File: config.mk
export PLATFORM = sky130hd
export DESIGN_NAME = hdlc_bit_stuff_nrzi_scrambler_top
export DESIGN_NICKNAME = d
export VERILOG_FILES = /design/src/hw/rtl/hbsn_pkg.sv /design/src/hw/rtl/hbsn_front.sv /design/src/hw/rtl/hbsn_back.sv /design/src/hw/rtl/hbsn_out_queue.sv /design/src/hw/rtl/hdlc_bit_stuff_nrzi_scrambler_top.sv
export SDC_FILE = /design/constraint.sdc
export NUM_CORES = 1
export LEC_CHECK = 0
export BUFFER_PORTS_ARGS = -buffer_cell sky130_fd_sc_hd__buf_2
export CORE_UTILIZATION = 55
export DETAILED_ROUTE_END_ITERATION = 10
export GPL_ROUTABILITY_DRIVEN = 0
export PLACE_DENSITY = 0.71
export REMOVE_ABC_BUFFERS = 1
export SLEW_MARGIN = 0
export SYNTH_ARGS = -nofsm -noshare
export SYNTH_HDL_FRONTEND = slang
export SYNTH_SLANG_ARGS = --single-unit
File: constraint.sdc
create_clock -name clk -period 2.5 [get_ports clk]
set_input_delay 0.25 -clock clk [delete_from_list [all_inputs] [get_ports clk]]
set_output_delay 0.25 -clock clk [all_outputs]
set_load 0.01 [all_outputs]
File: src/hw/rtl/hbsn_pkg.sv
// Shared types, codes and constants of the HDLC line encoder.
// Used by every module of the block; depends on nothing.
`timescale 1ns / 1ps

package hbsn_pkg;

    // Line coding modes held in the line_mode register.
    localparam logic [1:0] MODE_PLAIN    = 2'd0;
    localparam logic [1:0] MODE_NRZI     = 2'd1;
    localparam logic [1:0] MODE_NRZI_SCR = 2'd2;
    localparam logic [1:0] LINE_MODE_RESET = MODE_NRZI_SCR;

    // Input item kinds.
    localparam logic FUNC_DATA = 1'b0;
    localparam logic FUNC_FLAG = 1'b1;

    // Bit stuffing and scrambler constants.
    localparam int          BYTE_BITS = 8;
    localparam logic [2:0]  STUFF_RUN = 3'd5;
    localparam int          SCR_W     = 17;
    localparam int          SCR_TAP   = 5;

    // Default queue depths.
    localparam int DEFAULT_IN_DEPTH  = 2;
    localparam int DEFAULT_OUT_DEPTH = 2;

    // One classified input item.
    typedef struct packed {
        logic       is_flag;
        logic       sof;
        logic [7:0] data_byte;
    } item_t;

    // One line bit result.
    typedef struct packed {
        logic line_bit;
        logic is_stuffed;
        logic last_of_item;
    } result_t;

endpackage

File: src/hw/rtl/hbsn_front.sv
// Front part: accepts input items, classifies them and queues them.
// Depends on hbsn_pkg.
`timescale 1ns / 1ps

module hbsn_front #(
    parameter int DEPTH = hbsn_pkg::DEFAULT_IN_DEPTH
) (
    input  logic                clk,
    input  logic                rst_n,
    input  logic                push,
    output logic                full,
    input  logic                func,
    input  logic [7:0]          data_byte,
    input  logic                start_of_frame,
    output logic                item_valid,
    output hbsn_pkg::item_t     item,
    input  logic                item_pop
);

    localparam int PTR_W = (DEPTH > 1) ? $clog2(DEPTH) : 1;
    localparam int CNT_W = $clog2(DEPTH + 1);

    hbsn_pkg::item_t    store_reg [DEPTH];
    logic [PTR_W-1:0]   wr_ptr_reg, wr_ptr_next;
    logic [PTR_W-1:0]   rd_ptr_reg, rd_ptr_next;
    logic [CNT_W-1:0]   count_reg, count_next;
    logic               do_push, do_pop;
    hbsn_pkg::item_t    new_item;

    // Classify the incoming item.
    always_comb
    begin
        new_item.is_flag   = (func == hbsn_pkg::FUNC_FLAG);
        new_item.sof       = start_of_frame;
        new_item.data_byte = data_byte;
    end

    assign full       = (count_reg == CNT_W'(DEPTH));
    assign item_valid = (count_reg != '0);
    assign item       = store_reg[rd_ptr_reg];
    assign do_push    = push && !full;
    assign do_pop     = item_pop && item_valid;

    // Pointer and occupancy updates.
    always_comb
    begin
        wr_ptr_next = wr_ptr_reg;
        rd_ptr_next = rd_ptr_reg;
        count_next  = count_reg;
        if (do_push)
        begin
            wr_ptr_next = (wr_ptr_reg == PTR_W'(DEPTH - 1)) ? '0 : wr_ptr_reg + 1'b1;
        end
        if (do_pop)
        begin
            rd_ptr_next = (rd_ptr_reg == PTR_W'(DEPTH - 1)) ? '0 : rd_ptr_reg + 1'b1;
        end
        if (do_push && !do_pop)
        begin
            count_next = count_reg + 1'b1;
        end
        else if (do_pop && !do_push)
        begin
            count_next = count_reg - 1'b1;
        end
    end

    // Control state.
    always_ff @(posedge clk or negedge rst_n)
    begin
        if (!rst_n)
        begin
            wr_ptr_reg <= '0;
            rd_ptr_reg <= '0;
            count_reg  <= '0;
        end
        else
        begin
            wr_ptr_reg <= wr_ptr_next;
            rd_ptr_reg <= rd_ptr_next;
            count_reg  <= count_next;
        end
    end

    // Item storage.
    always_ff @(posedge clk)
    begin
        if (do_push)
        begin
            store_reg[wr_ptr_reg] <= new_item;
        end
    end

`ifndef SYNTHESIS
    // Occupancy never passes the queue depth.
    assert property (@(posedge clk) disable iff (!rst_n)
        count_reg <= CNT_W'(DEPTH))
    else $error("input queue overfilled");
`endif

endmodule

File: src/hw/rtl/hbsn_back.sv
// Back part: serializes queued items one line bit per cycle while res_full is
// low, applies bit stuffing and the selected line coding. Depends on hbsn_pkg.
`timescale 1ns / 1ps

module hbsn_back (
    input  logic                clk,
    input  logic                rst_n,
    input  logic [1:0]          line_mode,
    input  logic                item_valid,
    input  hbsn_pkg::item_t     item,
    output logic                item_pop,
    output logic                res_push,
    output hbsn_pkg::result_t   res,
    input  logic                res_full
);

    localparam int SCR_W = hbsn_pkg::SCR_W;

    // Encoder state.
    logic               nrzi_reg, nrzi_next;
    logic [SCR_W-1:0]   scr_reg, scr_next;
    logic [2:0]         ones_reg, ones_next;
    // Serializer control.
    logic               busy_reg, busy_next;
    logic               stuff_reg, stuff_next;
    logic [3:0]         idx_reg, idx_next;
    // Current item payload.
    logic [7:0]         byte_reg, byte_next;
    logic               flag_reg;

    logic               load, step, cur_flag, stuff_now, raw_bit, last;
    logic [7:0]         cur_byte;
    logic               nrzi_eff;
    logic [SCR_W-1:0]   scr_eff;
    logic [2:0]         ones_eff, ones_inc;
    logic [3:0]         idx_cur;
    logic               enc_bit;

    // Select the bit source and the state it sees.
    always_comb
    begin
        load      = !busy_reg && item_valid;
        step      = (busy_reg || item_valid) && !res_full;
        cur_flag  = busy_reg ? flag_reg : item.is_flag;
        cur_byte  = busy_reg ? byte_reg : item.data_byte;
        nrzi_eff  = (load && item.sof) ? 1'b0 : nrzi_reg;
        scr_eff   = (load && item.sof) ? '0 : scr_reg;
        ones_eff  = (load && (item.sof || item.is_flag)) ? 3'd0 : ones_reg;
        idx_cur   = busy_reg ? idx_reg : 4'd0;
        stuff_now = busy_reg && stuff_reg;
        raw_bit   = stuff_now ? 1'b0 : cur_byte[7];
        ones_inc  = ones_eff + 3'd1;
    end

    // Line coding of the current bit.
    always_comb
    begin
        nrzi_next = nrzi_eff;
        scr_next  = scr_eff;
        enc_bit   = raw_bit;
        unique case (line_mode)
            hbsn_pkg::MODE_NRZI:
            begin
                nrzi_next = nrzi_eff ^ ~raw_bit;
                enc_bit   = nrzi_next;
            end
            hbsn_pkg::MODE_NRZI_SCR:
            begin
                nrzi_next = nrzi_eff ^ ~raw_bit;
                enc_bit   = nrzi_next ^ scr_eff[0] ^ scr_eff[hbsn_pkg::SCR_TAP];
                scr_next  = {enc_bit, scr_eff[SCR_W-1:1]};
            end
            default:
            begin
                enc_bit = raw_bit;
            end
        endcase
    end

    // Bit stuffing and item sequencing.
    always_comb
    begin
        ones_next  = ones_eff;
        stuff_next = 1'b0;
        idx_next   = idx_cur;
        byte_next  = cur_byte;
        if (stuff_now)
        begin
            last = (idx_cur == 4'(hbsn_pkg::BYTE_BITS));
        end
        else
        begin
            idx_next  = idx_cur + 4'd1;
            byte_next = {cur_byte[6:0], 1'b0};
            if (!cur_flag)
            begin
                ones_next = raw_bit ? ones_inc : 3'd0;
                if (ones_next >= hbsn_pkg::STUFF_RUN)
                begin
                    ones_next  = 3'd0;
                    stuff_next = 1'b1;
                end
            end
            last = (idx_cur == 4'(hbsn_pkg::BYTE_BITS - 1)) && !stuff_next;
        end
        busy_next = !last;
    end

    assign item_pop       = load && step;
    assign res_push       = step;
    assign res.line_bit   = enc_bit;
    assign res.is_stuffed = stuff_now;
    assign res.last_of_item = last;

    // Control and encoder state.
    always_ff @(posedge clk or negedge rst_n)
    begin
        if (!rst_n)
        begin
            nrzi_reg  <= 1'b0;
            scr_reg   <= '0;
            ones_reg  <= 3'd0;
            busy_reg  <= 1'b0;
            stuff_reg <= 1'b0;
            idx_reg   <= 4'd0;
        end
        else if (step)
        begin
            nrzi_reg  <= nrzi_next;
            scr_reg   <= scr_next;
            ones_reg  <= ones_next;
            busy_reg  <= busy_next;
            stuff_reg <= stuff_next;
            idx_reg   <= idx_next;
        end
    end

    // Payload of the item in progress.
    always_ff @(posedge clk)
    begin
        if (step)
        begin
            byte_reg <= byte_next;
            flag_reg <= cur_flag;
        end
    end

`ifndef SYNTHESIS
    // A pending stuffing zero belongs to an item in progress.
    assert property (@(posedge clk) disable iff (!rst_n)
        stuff_reg |-> busy_reg)
    else $error("stuffing zero pending without an item");

    // A new item is taken only between items.
    assert property (@(posedge clk) disable iff (!rst_n)
        item_pop |-> !busy_reg)
    else $error("item popped while another is in progress");

    // The stored run of ones never reaches the stuffing length.
    assert property (@(posedge clk) disable iff (!rst_n)
        ones_reg < hbsn_pkg::STUFF_RUN)
    else $error("ones run not cleared after stuffing");

    // Data bit index stays within one byte.
    assert property (@(posedge clk) disable iff (!rst_n)
        idx_reg <= 4'(hbsn_pkg::BYTE_BITS))
    else $error("bit index out of range");
`endif

endmodule

File: src/hw/rtl/hbsn_out_queue.sv
// Result queue: holds encoded line bits until the consumer pops them.
// Depends on hbsn_pkg.
`timescale 1ns / 1ps

module hbsn_out_queue #(
    parameter int DEPTH = hbsn_pkg::DEFAULT_OUT_DEPTH
) (
    input  logic                clk,
    input  logic                rst_n,
    input  logic                res_push,
    input  hbsn_pkg::result_t   res,
    output logic                res_full,
    output logic                empty,
    input  logic                pop,
    output logic                line_bit,
    output logic                is_stuffed,
    output logic                last_of_item
);

    localparam int PTR_W = (DEPTH > 1) ? $clog2(DEPTH) : 1;
    localparam int CNT_W = $clog2(DEPTH + 1);

    hbsn_pkg::result_t  store_reg [DEPTH];
    hbsn_pkg::result_t  head;
    logic [PTR_W-1:0]   wr_ptr_reg, wr_ptr_next;
    logic [PTR_W-1:0]   rd_ptr_reg, rd_ptr_next;
    logic [CNT_W-1:0]   count_reg, count_next;
    logic               do_push, do_pop;

    assign res_full     = (count_reg == CNT_W'(DEPTH));
    assign empty        = (count_reg == '0);
    assign do_push      = res_push && !res_full;
    assign do_pop       = pop && !empty;
    assign head         = store_reg[rd_ptr_reg];
    assign line_bit     = head.line_bit;
    assign is_stuffed   = head.is_stuffed;
    assign last_of_item = head.last_of_item;

    // Pointer and occupancy updates.
    always_comb
    begin
        wr_ptr_next = wr_ptr_reg;
        rd_ptr_next = rd_ptr_reg;
        count_next  = count_reg;
        if (do_push)
        begin
            wr_ptr_next = (wr_ptr_reg == PTR_W'(DEPTH - 1)) ? '0 : wr_ptr_reg + 1'b1;
        end
        if (do_pop)
        begin
            rd_ptr_next = (rd_ptr_reg == PTR_W'(DEPTH - 1)) ? '0 : rd_ptr_reg + 1'b1;
        end
        if (do_push && !do_pop)
        begin
            count_next = count_reg + 1'b1;
        end
        else if (do_pop && !do_push)
        begin
            count_next = count_reg - 1'b1;
        end
    end

    // Control state.
    always_ff @(posedge clk or negedge rst_n)
    begin
        if (!rst_n)
        begin
            wr_ptr_reg <= '0;
            rd_ptr_reg <= '0;
            count_reg  <= '0;
        end
        else
        begin
            wr_ptr_reg <= wr_ptr_next;
            rd_ptr_reg <= rd_ptr_next;
            count_reg  <= count_next;
        end
    end

    // Result storage.
    always_ff @(posedge clk)
    begin
        if (do_push)
        begin
            store_reg[wr_ptr_reg] <= res;
        end
    end

`ifndef SYNTHESIS
    // A result is never offered to a full queue.
    assert property (@(posedge clk) disable iff (!rst_n)
        res_push |-> !res_full)
    else $error("result pushed into full queue");
`endif

endmodule

File: src/hw/rtl/hdlc_bit_stuff_nrzi_scrambler_top.sv
// Path: an accepted item is queued in hbsn_front and serialized by hbsn_back, and
// each line bit is registered in the result queue before it reaches the result ports.
// Throughput: one line bit per cycle while the result queue has room; an item gives 8
// bits plus up to two stuffing zeros; the bit serializer in hbsn_back sets this rate.
// Reset: rst_n asynchronous, active low; clears both queues, the NRZI level,
// the scrambler and the ones count, and sets line_mode to 2 (NRZI + scrambler).
`timescale 1ns / 1ps

module hdlc_bit_stuff_nrzi_scrambler_top #(
    parameter int IN_DEPTH  = hbsn_pkg::DEFAULT_IN_DEPTH,
    parameter int OUT_DEPTH = hbsn_pkg::DEFAULT_OUT_DEPTH
) (
    input  logic        clk,
    input  logic        rst_n,
    input  logic        line_mode_we,
    input  logic [1:0]  line_mode_wdata,
    input  logic        push,
    output logic        full,
    input  logic        func,
    input  logic [7:0]  data_byte,
    input  logic        start_of_frame,
    output logic        empty,
    input  logic        pop,
    output logic        line_bit,
    output logic        is_stuffed,
    output logic        last_of_item
);

    logic               [1:0] line_mode_reg;
    logic               item_valid, item_pop;
    hbsn_pkg::item_t    item;
    logic               res_push, res_full;
    hbsn_pkg::result_t  res;

    // Line mode register.
    always_ff @(posedge clk or negedge rst_n)
    begin
        if (!rst_n)
        begin
            line_mode_reg <= hbsn_pkg::LINE_MODE_RESET;
        end
        else if (line_mode_we)
        begin
            line_mode_reg <= line_mode_wdata;
        end
    end

    // Input side: accept and queue items.
    hbsn_front #(
        .DEPTH(IN_DEPTH)
    ) u_front (
        .clk            (clk),
        .rst_n          (rst_n),
        .push           (push),
        .full           (full),
        .func           (func),
        .data_byte      (data_byte),
        .start_of_frame (start_of_frame),
        .item_valid     (item_valid),
        .item           (item),
        .item_pop       (item_pop)
    );

    // Bit engine.
    hbsn_back u_back (
        .clk        (clk),
        .rst_n      (rst_n),
        .line_mode  (line_mode_reg),
        .item_valid (item_valid),
        .item       (item),
        .item_pop   (item_pop),
        .res_push   (res_push),
        .res        (res),
        .res_full   (res_full)
    );

    // Output side: queue line bits for the consumer.
    hbsn_out_queue #(
        .DEPTH(OUT_DEPTH)
    ) u_out_queue (
        .clk          (clk),
        .rst_n        (rst_n),
        .res_push     (res_push),
        .res          (res),
        .res_full     (res_full),
        .empty        (empty),
        .pop          (pop),
        .line_bit     (line_bit),
        .is_stuffed   (is_stuffed),
        .last_of_item (last_of_item)
    );

endmodule

==> Yosys cells after proc, flatten, opt, wreduce, memory -nomap -nowiden <==
Memory sizes are Yosys's and may differ from the RTL's.
Cells that the tools add are included.
{ "totals": {"register_bits": 46, "ramBits": 26, "input_bits": 17, "output_inout_bits": 5, "word_cells": 104, "memories": 2} }
{ "mem_list": {"columns": ["memory", "words", "width", "read_ports", "rd_clocked_by_memory_dff", "write_ports", "line", "source"], "rows": [
  ["u_front.store_reg", 2, 10, 1, 0, 1, "hbsn_front.sv:23", "hbsn_pkg::item_t store_reg [DEPTH];"],
  ["u_out_queue.store_reg", 2, 3, 1, 0, 1, "hbsn_out_queue.sv:23", "hbsn_pkg::result_t store_reg [DEPTH];"]
]} }
{ "op_classes": {"addsub": 10, "order_cmp": 1, "n_eq_ne": 6, "n_mux": 33, "bitwise": 4, "reduce_logical": 32} }
{ "ops": {"columns": ["cell", "n"], "rows": [
  ["17-bit two-way mux", 2],
  ["1-bit two-way mux", 17],
  ["8-bit two-way mux", 2],
  ["1-bit logical AND", 15],
  ["3-bit two-way mux", 5],
  ["1-bit logical NOT", 10],
  ["2-bit two-way mux", 4],
  ["4-bit two-way mux", 2],
  ["2-bit == test, second input constant", 3],
  ["2-bit nonzero test", 3],
  ["1-bit adder, second input constant", 4],
  ["2-bit by 1-bit adder with 2-bit output, second input constant", 2],
  ["4-bit by 1-bit adder with 4-bit output, second input constant", 1],
  ["4-bit by 3-bit == test with 1-bit output, second input constant", 1],
  ["4-bit == test, second input constant", 1],
  ["2-bit by 1-bit subtractor with 2-bit output, second input constant", 2],
  ["3-bit by 1-bit adder with 3-bit output, second input constant", 1],
  ["3-bit greater-or-equal comparator, second input constant", 1],
  ["1-bit XOR", 3],
  ["2-bit by 1-bit == test with 1-bit output, second input constant", 1],
  ["2-bit logical NOT", 1],
  ["1-bit logical OR", 2],
  ["1-bit one-hot mux with 2 select lines", 1],
  ["2-bit OR reduction", 1],
  ["1-bit inverter", 1]
]} }

==> Longest topological paths before layout <==
{ "depth": {"depth_word": 14, "ltp_mapped": 10, "depth_no_buf": 8} }

==> By module <==
Synthesis repeated with hierarchy kept, for this count alone.
{ "hier_totals": {"hier_cells": 264, "area_unflattened_um2": 3399.5} }
{ "by_module_without_submodules": {"columns": ["module", "n_inst", "cells_each", "area_per_inst_um2", "seq_area_each_um2"], "rows": [
  ["hbsn_back", 1, 182, 1946.9, 945.9],
  ["hbsn_front", 1, 50, 968.4, 700.7],
  ["hbsn_out_queue", 1, 28, 410.4, 280.3],
  ["hdlc_bit_stuff_nrzi_scrambler_top", 1, 4, 73.8, 51.3]
]} }

==> Least setup slack after synthesis <==
No wires, ideal clock.
{ "synth_timing": {"kind": "flip-flop to flip-flop", "from": "register u_front.rd_ptr_reg", "to": "register u_back.busy_reg", "setup_time_ns": 0.121, "t_arrival_ns": 2.075, "required_time_ns": 2.379, "slack_ns": 0.305, "path_stages_with_launch": 11, "period_less_slack_ns": 2.195, "path_cell_list": "dfrtp_1 > buf_6 > or3_4 > and3_4 > buf_6 > nor2_1 > ha_1 > nand2b_1 > o21a_1 > a41oi_2 > o21ai_2"} }
{ "synth_via": {"elab_chain_cells": 14} }
{ "synth_lines": {"columns": ["item", "line", "source"], "rows": [
  ["start, declared", "hbsn_front.sv:25", "logic [PTR_W-1:0] rd_ptr_reg, rd_ptr_next;"],
  ["start signal, assigned", "hbsn_front.sv:80", "rd_ptr_reg <= rd_ptr_next;"],
  ["memory 2 x 10 bit *", null, null],
  ["1-bit logical OR", "hbsn_back.sv:48", "ones_eff = (load && (item.sof || item.is_flag)) ? 3'd0 : ones_reg;"],
  ["1-bit logical AND", "hbsn_back.sv:48", null],
  ["3-bit two-way mux", "hbsn_back.sv:48", null],
  ["3-bit by 1-bit adder with 3-bit output", "hbsn_back.sv:52", "ones_inc = ones_eff + 3'd1;"],
  ["3-bit two-way mux", "hbsn_back.sv:97", "ones_next = raw_bit ? ones_inc : 3'd0;"],
  ["3-bit greater-or-equal comparator", "hbsn_back.sv:98", "if (ones_next >= hbsn_pkg::STUFF_RUN)"],
  ["1-bit two-way mux", "hbsn_back.sv:98", null],
  ["1-bit two-way mux *", "hbsn_back.sv:95", "if (!cur_flag)"],
  ["1-bit two-way mux *", "hbsn_back.sv:87", "if (stuff_now)"],
  ["1-bit logical NOT *", "hbsn_back.sv:104", "last = (idx_cur == 4'(hbsn_pkg::BYTE_BITS - 1)) && !stuff_next;"],
  ["1-bit logical AND *", "hbsn_back.sv:104", null],
  ["1-bit two-way mux *", "hbsn_back.sv:87", null],
  ["via u_back.last", "hbsn_back.sv:31", "logic load, step, cur_flag, stuff_now, raw_bit, last;"],
  ["1-bit logical NOT *", "hbsn_back.sv:106", "busy_next = !last;"],
  ["end signal, assigned", "hbsn_back.sv:132", "busy_reg <= busy_next;"],
  ["end, declared", "hbsn_back.sv:24", "logic busy_reg, busy_next;"]
]} }
The timed path passes the listed nets; every way through them passes the cells marked *. The select of a mux whose other input is x is not followed.
A chain may end at the register's enable or synchronous reset.

==> Worst setup path in the final report <==
Same ends and word-level chain as after synthesis.

==> results.sh <==
export IMPL_ir_drop_uv=609
export IMPL_ys_types=46
export IMPL_syn_area_per_cell_um2=13.0
export IMPL_layout_cells_non_filler=353
export IMPL_setup_slack_ps=316
export IMPL_syn_area_um2=3230
export IMPL_highest_layer="met4"
export IMPL_ys_ff_latch=72
export IMPL_ys_async_sr_fraction=0.514
export IMPL_viasPerCell=5.39
export IMPL_setup_viol=0
export IMPL_grt_usage=0.189
export IMPL_synthFlopType="dfrtp_1"
export IMPL_drv_slew=0
export IMPL_wl_met3_um=234
export IMPL_rsz0062_at_grt="false"
export IMPL_crit_type="register to register"
export IMPL_cts_buffer_depth=2
export IMPL_postCtsSetupBuffers=0
export IMPL_routedWlPerCell_um=14.5
export IMPL_dieWidth_um=78.6
export IMPL_drc=0
export IMPL_worstSetupStartpointType="register"
export IMPL_final_common_cell="dfrtp_1"
export IMPL_p_per_area_nw_per_um2=1200
export IMPL_critical_path_arrival_ps=2400
export IMPL_setup_tns_ps=0
export IMPL_wl_mm=5.12
export IMPL_clock_sinks=72
export IMPL_endpoint_kind="register"
export IMPL_placed_area_um2=3400
export IMPL_largest_reg_flops=20
export IMPL_pwr_share_seq=0.461
export IMPL_io_pins=22
export IMPL_clock_root_buffer="clkbuf_8"
export IMPL_grt_overflow=0
export IMPL_hold_violations=1
export IMPL_cts_tree="done"
export IMPL_via_count=1901
export IMPL_layout_drive_gt1_share=0.189
export IMPL_clk_insertion_delay_late_ps=330
export IMPL_portBuffers=21
export IMPL_power_frac_clock=0.174
export IMPL_ant_nets=0
export IMPL_worstPathCellList="or3b_1 -> and3_4 -> nor2_1 -> ha_1 -> nand2b_1 -> o21a_1 -> a41oi_2 -> o21ai_2"
export IMPL_final_cell_mix="36 x dfrtp_1, 35 x edfxtp_1, 21 x buf_2"
export IMPL_cts_buffers_inserted=9
export IMPL_post_route_min_period_ps=2180
export IMPL_n_antenna_cell=0
export IMPL_drv_cap=0
export IMPL_die_height_um=78.6
export IMPL_die_area_um2=6180
export IMPL_violations="hold timing"
export IMPL_antenna_found_initial=0
export IMPL_wl_met2_mm=2.21
export IMPL_synth_edf_count=35
export IMPL_worst_hold_slack_ps=-3.01
export IMPL_drtIter0Drc=98
export IMPL_place_inst=337
export IMPL_p_leak_nw=1.50
export IMPL_p_sw_frac=0.350
export IMPL_post_route_period_util=0.874
export IMPL_clock_skew_ps=9.09
export IMPL_tightest_slew_ps=815
export IMPL_worstPathRequired_ps=2720
export IMPL_slowest_delay_ps=460
export IMPL_power_internal_mw=2.78
export IMPL_final_core_util=0.637
export IMPL_hp_class="primary input to async pin"
export IMPL_wl_met1_mm=2.64
export IMPL_status="complete, but fails checks"
export IMPL_fmax_ghz=0.458
export IMPL_comb_power_share=0.365
export IMPL_design_area_um2=3550
export IMPL_critPathSlowestCell="dfrtp_1"
export IMPL_syn_inst=249
export IMPL_grt_pass1_wl_mm=8.57
export IMPL_fillers=446
export IMPL_grt_max_degree=38
export IMPL_maxSlewHeadroom=0.457
export IMPL_row_count=27
export IMPL_nNetsFinal=300
export IMPL_ctsHoldBuffers=0
export IMPL_cp_max_fo=8
export IMPL_core_um2=5570
export IMPL_total_power_mw=4.27
export IMPL_p_sw_mw=1.50
export IMPL_yosysSeqAreaShare=0.613
export IMPL_initial_core_util=0.579
export IMPL_pre_cts_ws_ps=341
export IMPL_ys_warn_count=0
export IMPL_dr_pass1_iters=4
export IMPL_hpwl_mm=3.39
export IMPL_grt_pass1_vias=1771
export IMPL_ctsResizeCount=0
export IMPL_syn2layout_area_growth_pct=9.96
export IMPL_cts_htree_levels=3
export IMPL_cts_clk_slew_worst_paths_ps=70
per-layer routing:
metal	vias to the layer above	track usage
met5	-	0
met1	898	0.282
met3	4	0.0640
met4	0	0.0667
met2	37	0.254
li1	962	-
cells in the mapped netlist (2+ instances only):
library cell / number / area (um2)
inv_1: 13 / 48.8
nor3_1: 2 / 10.0
buf_6: 3 / 33.8
a22o_1: 17 / 149
mux2_2: 6 / 67.6
edfxtp_1: 35 / 1050
nand2b_1: 4 / 25.0
dfrtp_1: 36 / 901
a32o_1: 2 / 20.0
ha_1: 7 / 87.6
a211oi_1: 7 / 52.6
nor2b_1: 10 / 62.6
o21ai_0: 9 / 45.0
a21oi_1: 10 / 50.1
o21ai_2: 2 / 17.5
nand2_1: 17 / 63.8
buf_1: 3 / 11.3
xor2_1: 6 / 52.6
nor2_1: 11 / 41.3
o22ai_1: 2 / 12.5
and2_1: 2 / 12.5
buf_2: 3 / 15.0
xnor2_1: 8 / 70.1
and3_1: 3 / 18.8
mux2i_1: 10 / 100
power groups by stage:
stage                     Clock [mW]  Combinational [mW]  Sequential [mW]
final                          0.744                1.56             1.97
after global placement             0                1.52             1.98
after global routing           0.813                1.75             2.02
after CTS                      0.778                1.57             1.97
after detailed placement           0                1.56             1.99
after floorplan                    0                1.12             1.97
layout make-up:
class / count / area [um2] / area share
clock buffer: 14 / 143 / 0.0402
clock inverter: 2 / 10.0 / 0.00282
inverter: 14 / 52.6 / 0.0148
multi-input combinational: 152 / 1130 / 0.317
sequential: 72 / 1980 / 0.557
tap: 72 / 90.1 / 0.0254
timing repair buffer: 27 / 150 / 0.0423
worst max-delay path, delay by kind of cell (launching register included):
kind | cells | cell delay, ps
and+or+nand+nor | 4 | 870
AOI/OAI and AO/OA | 3 | 480
DFF | 1 | 460
adders and majority gates | 1 | 240
path summary, 6_finish.rpt:
| kind | end | start | depth (start not counted) | slack [ps] |
|---|---|---|---|---|
| setup / recovery | u_back.busy_reg | u_front.rd_ptr_reg | 8 | 320 |
| hold / removal | u_back.ones_reg[1] | rst_n | 1 | -3 |
| setup reg to reg | u_back.busy_reg | u_front.rd_ptr_reg | 8 | 320 |
| hold reg to reg | u_out_queue.wr_ptr_reg | u_out_queue.wr_ptr_reg | 1 | 500 |
| max in group asynchronous | u_back.scr_reg[6] | rst_n | 1 | 1970 |
| min in group clk | line_mode_reg[1] | line_mode_we | 2 | 90 |
cells by family (layout without fill, tap and decap cells):
logic type / count (synthesis) / in the layout / synth area share
flip-flops: 72 / 72 / 0.613
AO/OA/AOI/OAI: 57 / 57 / 0.131
AND/OR/NAND/NOR: 57 / 57 / 0.0945
buffers and inverters: 25 / 57 / 0.0384
multiplexers: 16 / 16 / 0.0519
XOR/XNOR: 15 / 15 / 0.0449
adder cells (fa/ha/maj): 7 / 7 / 0.0271
Note: power is estimated with default switching activity, not from simulation.
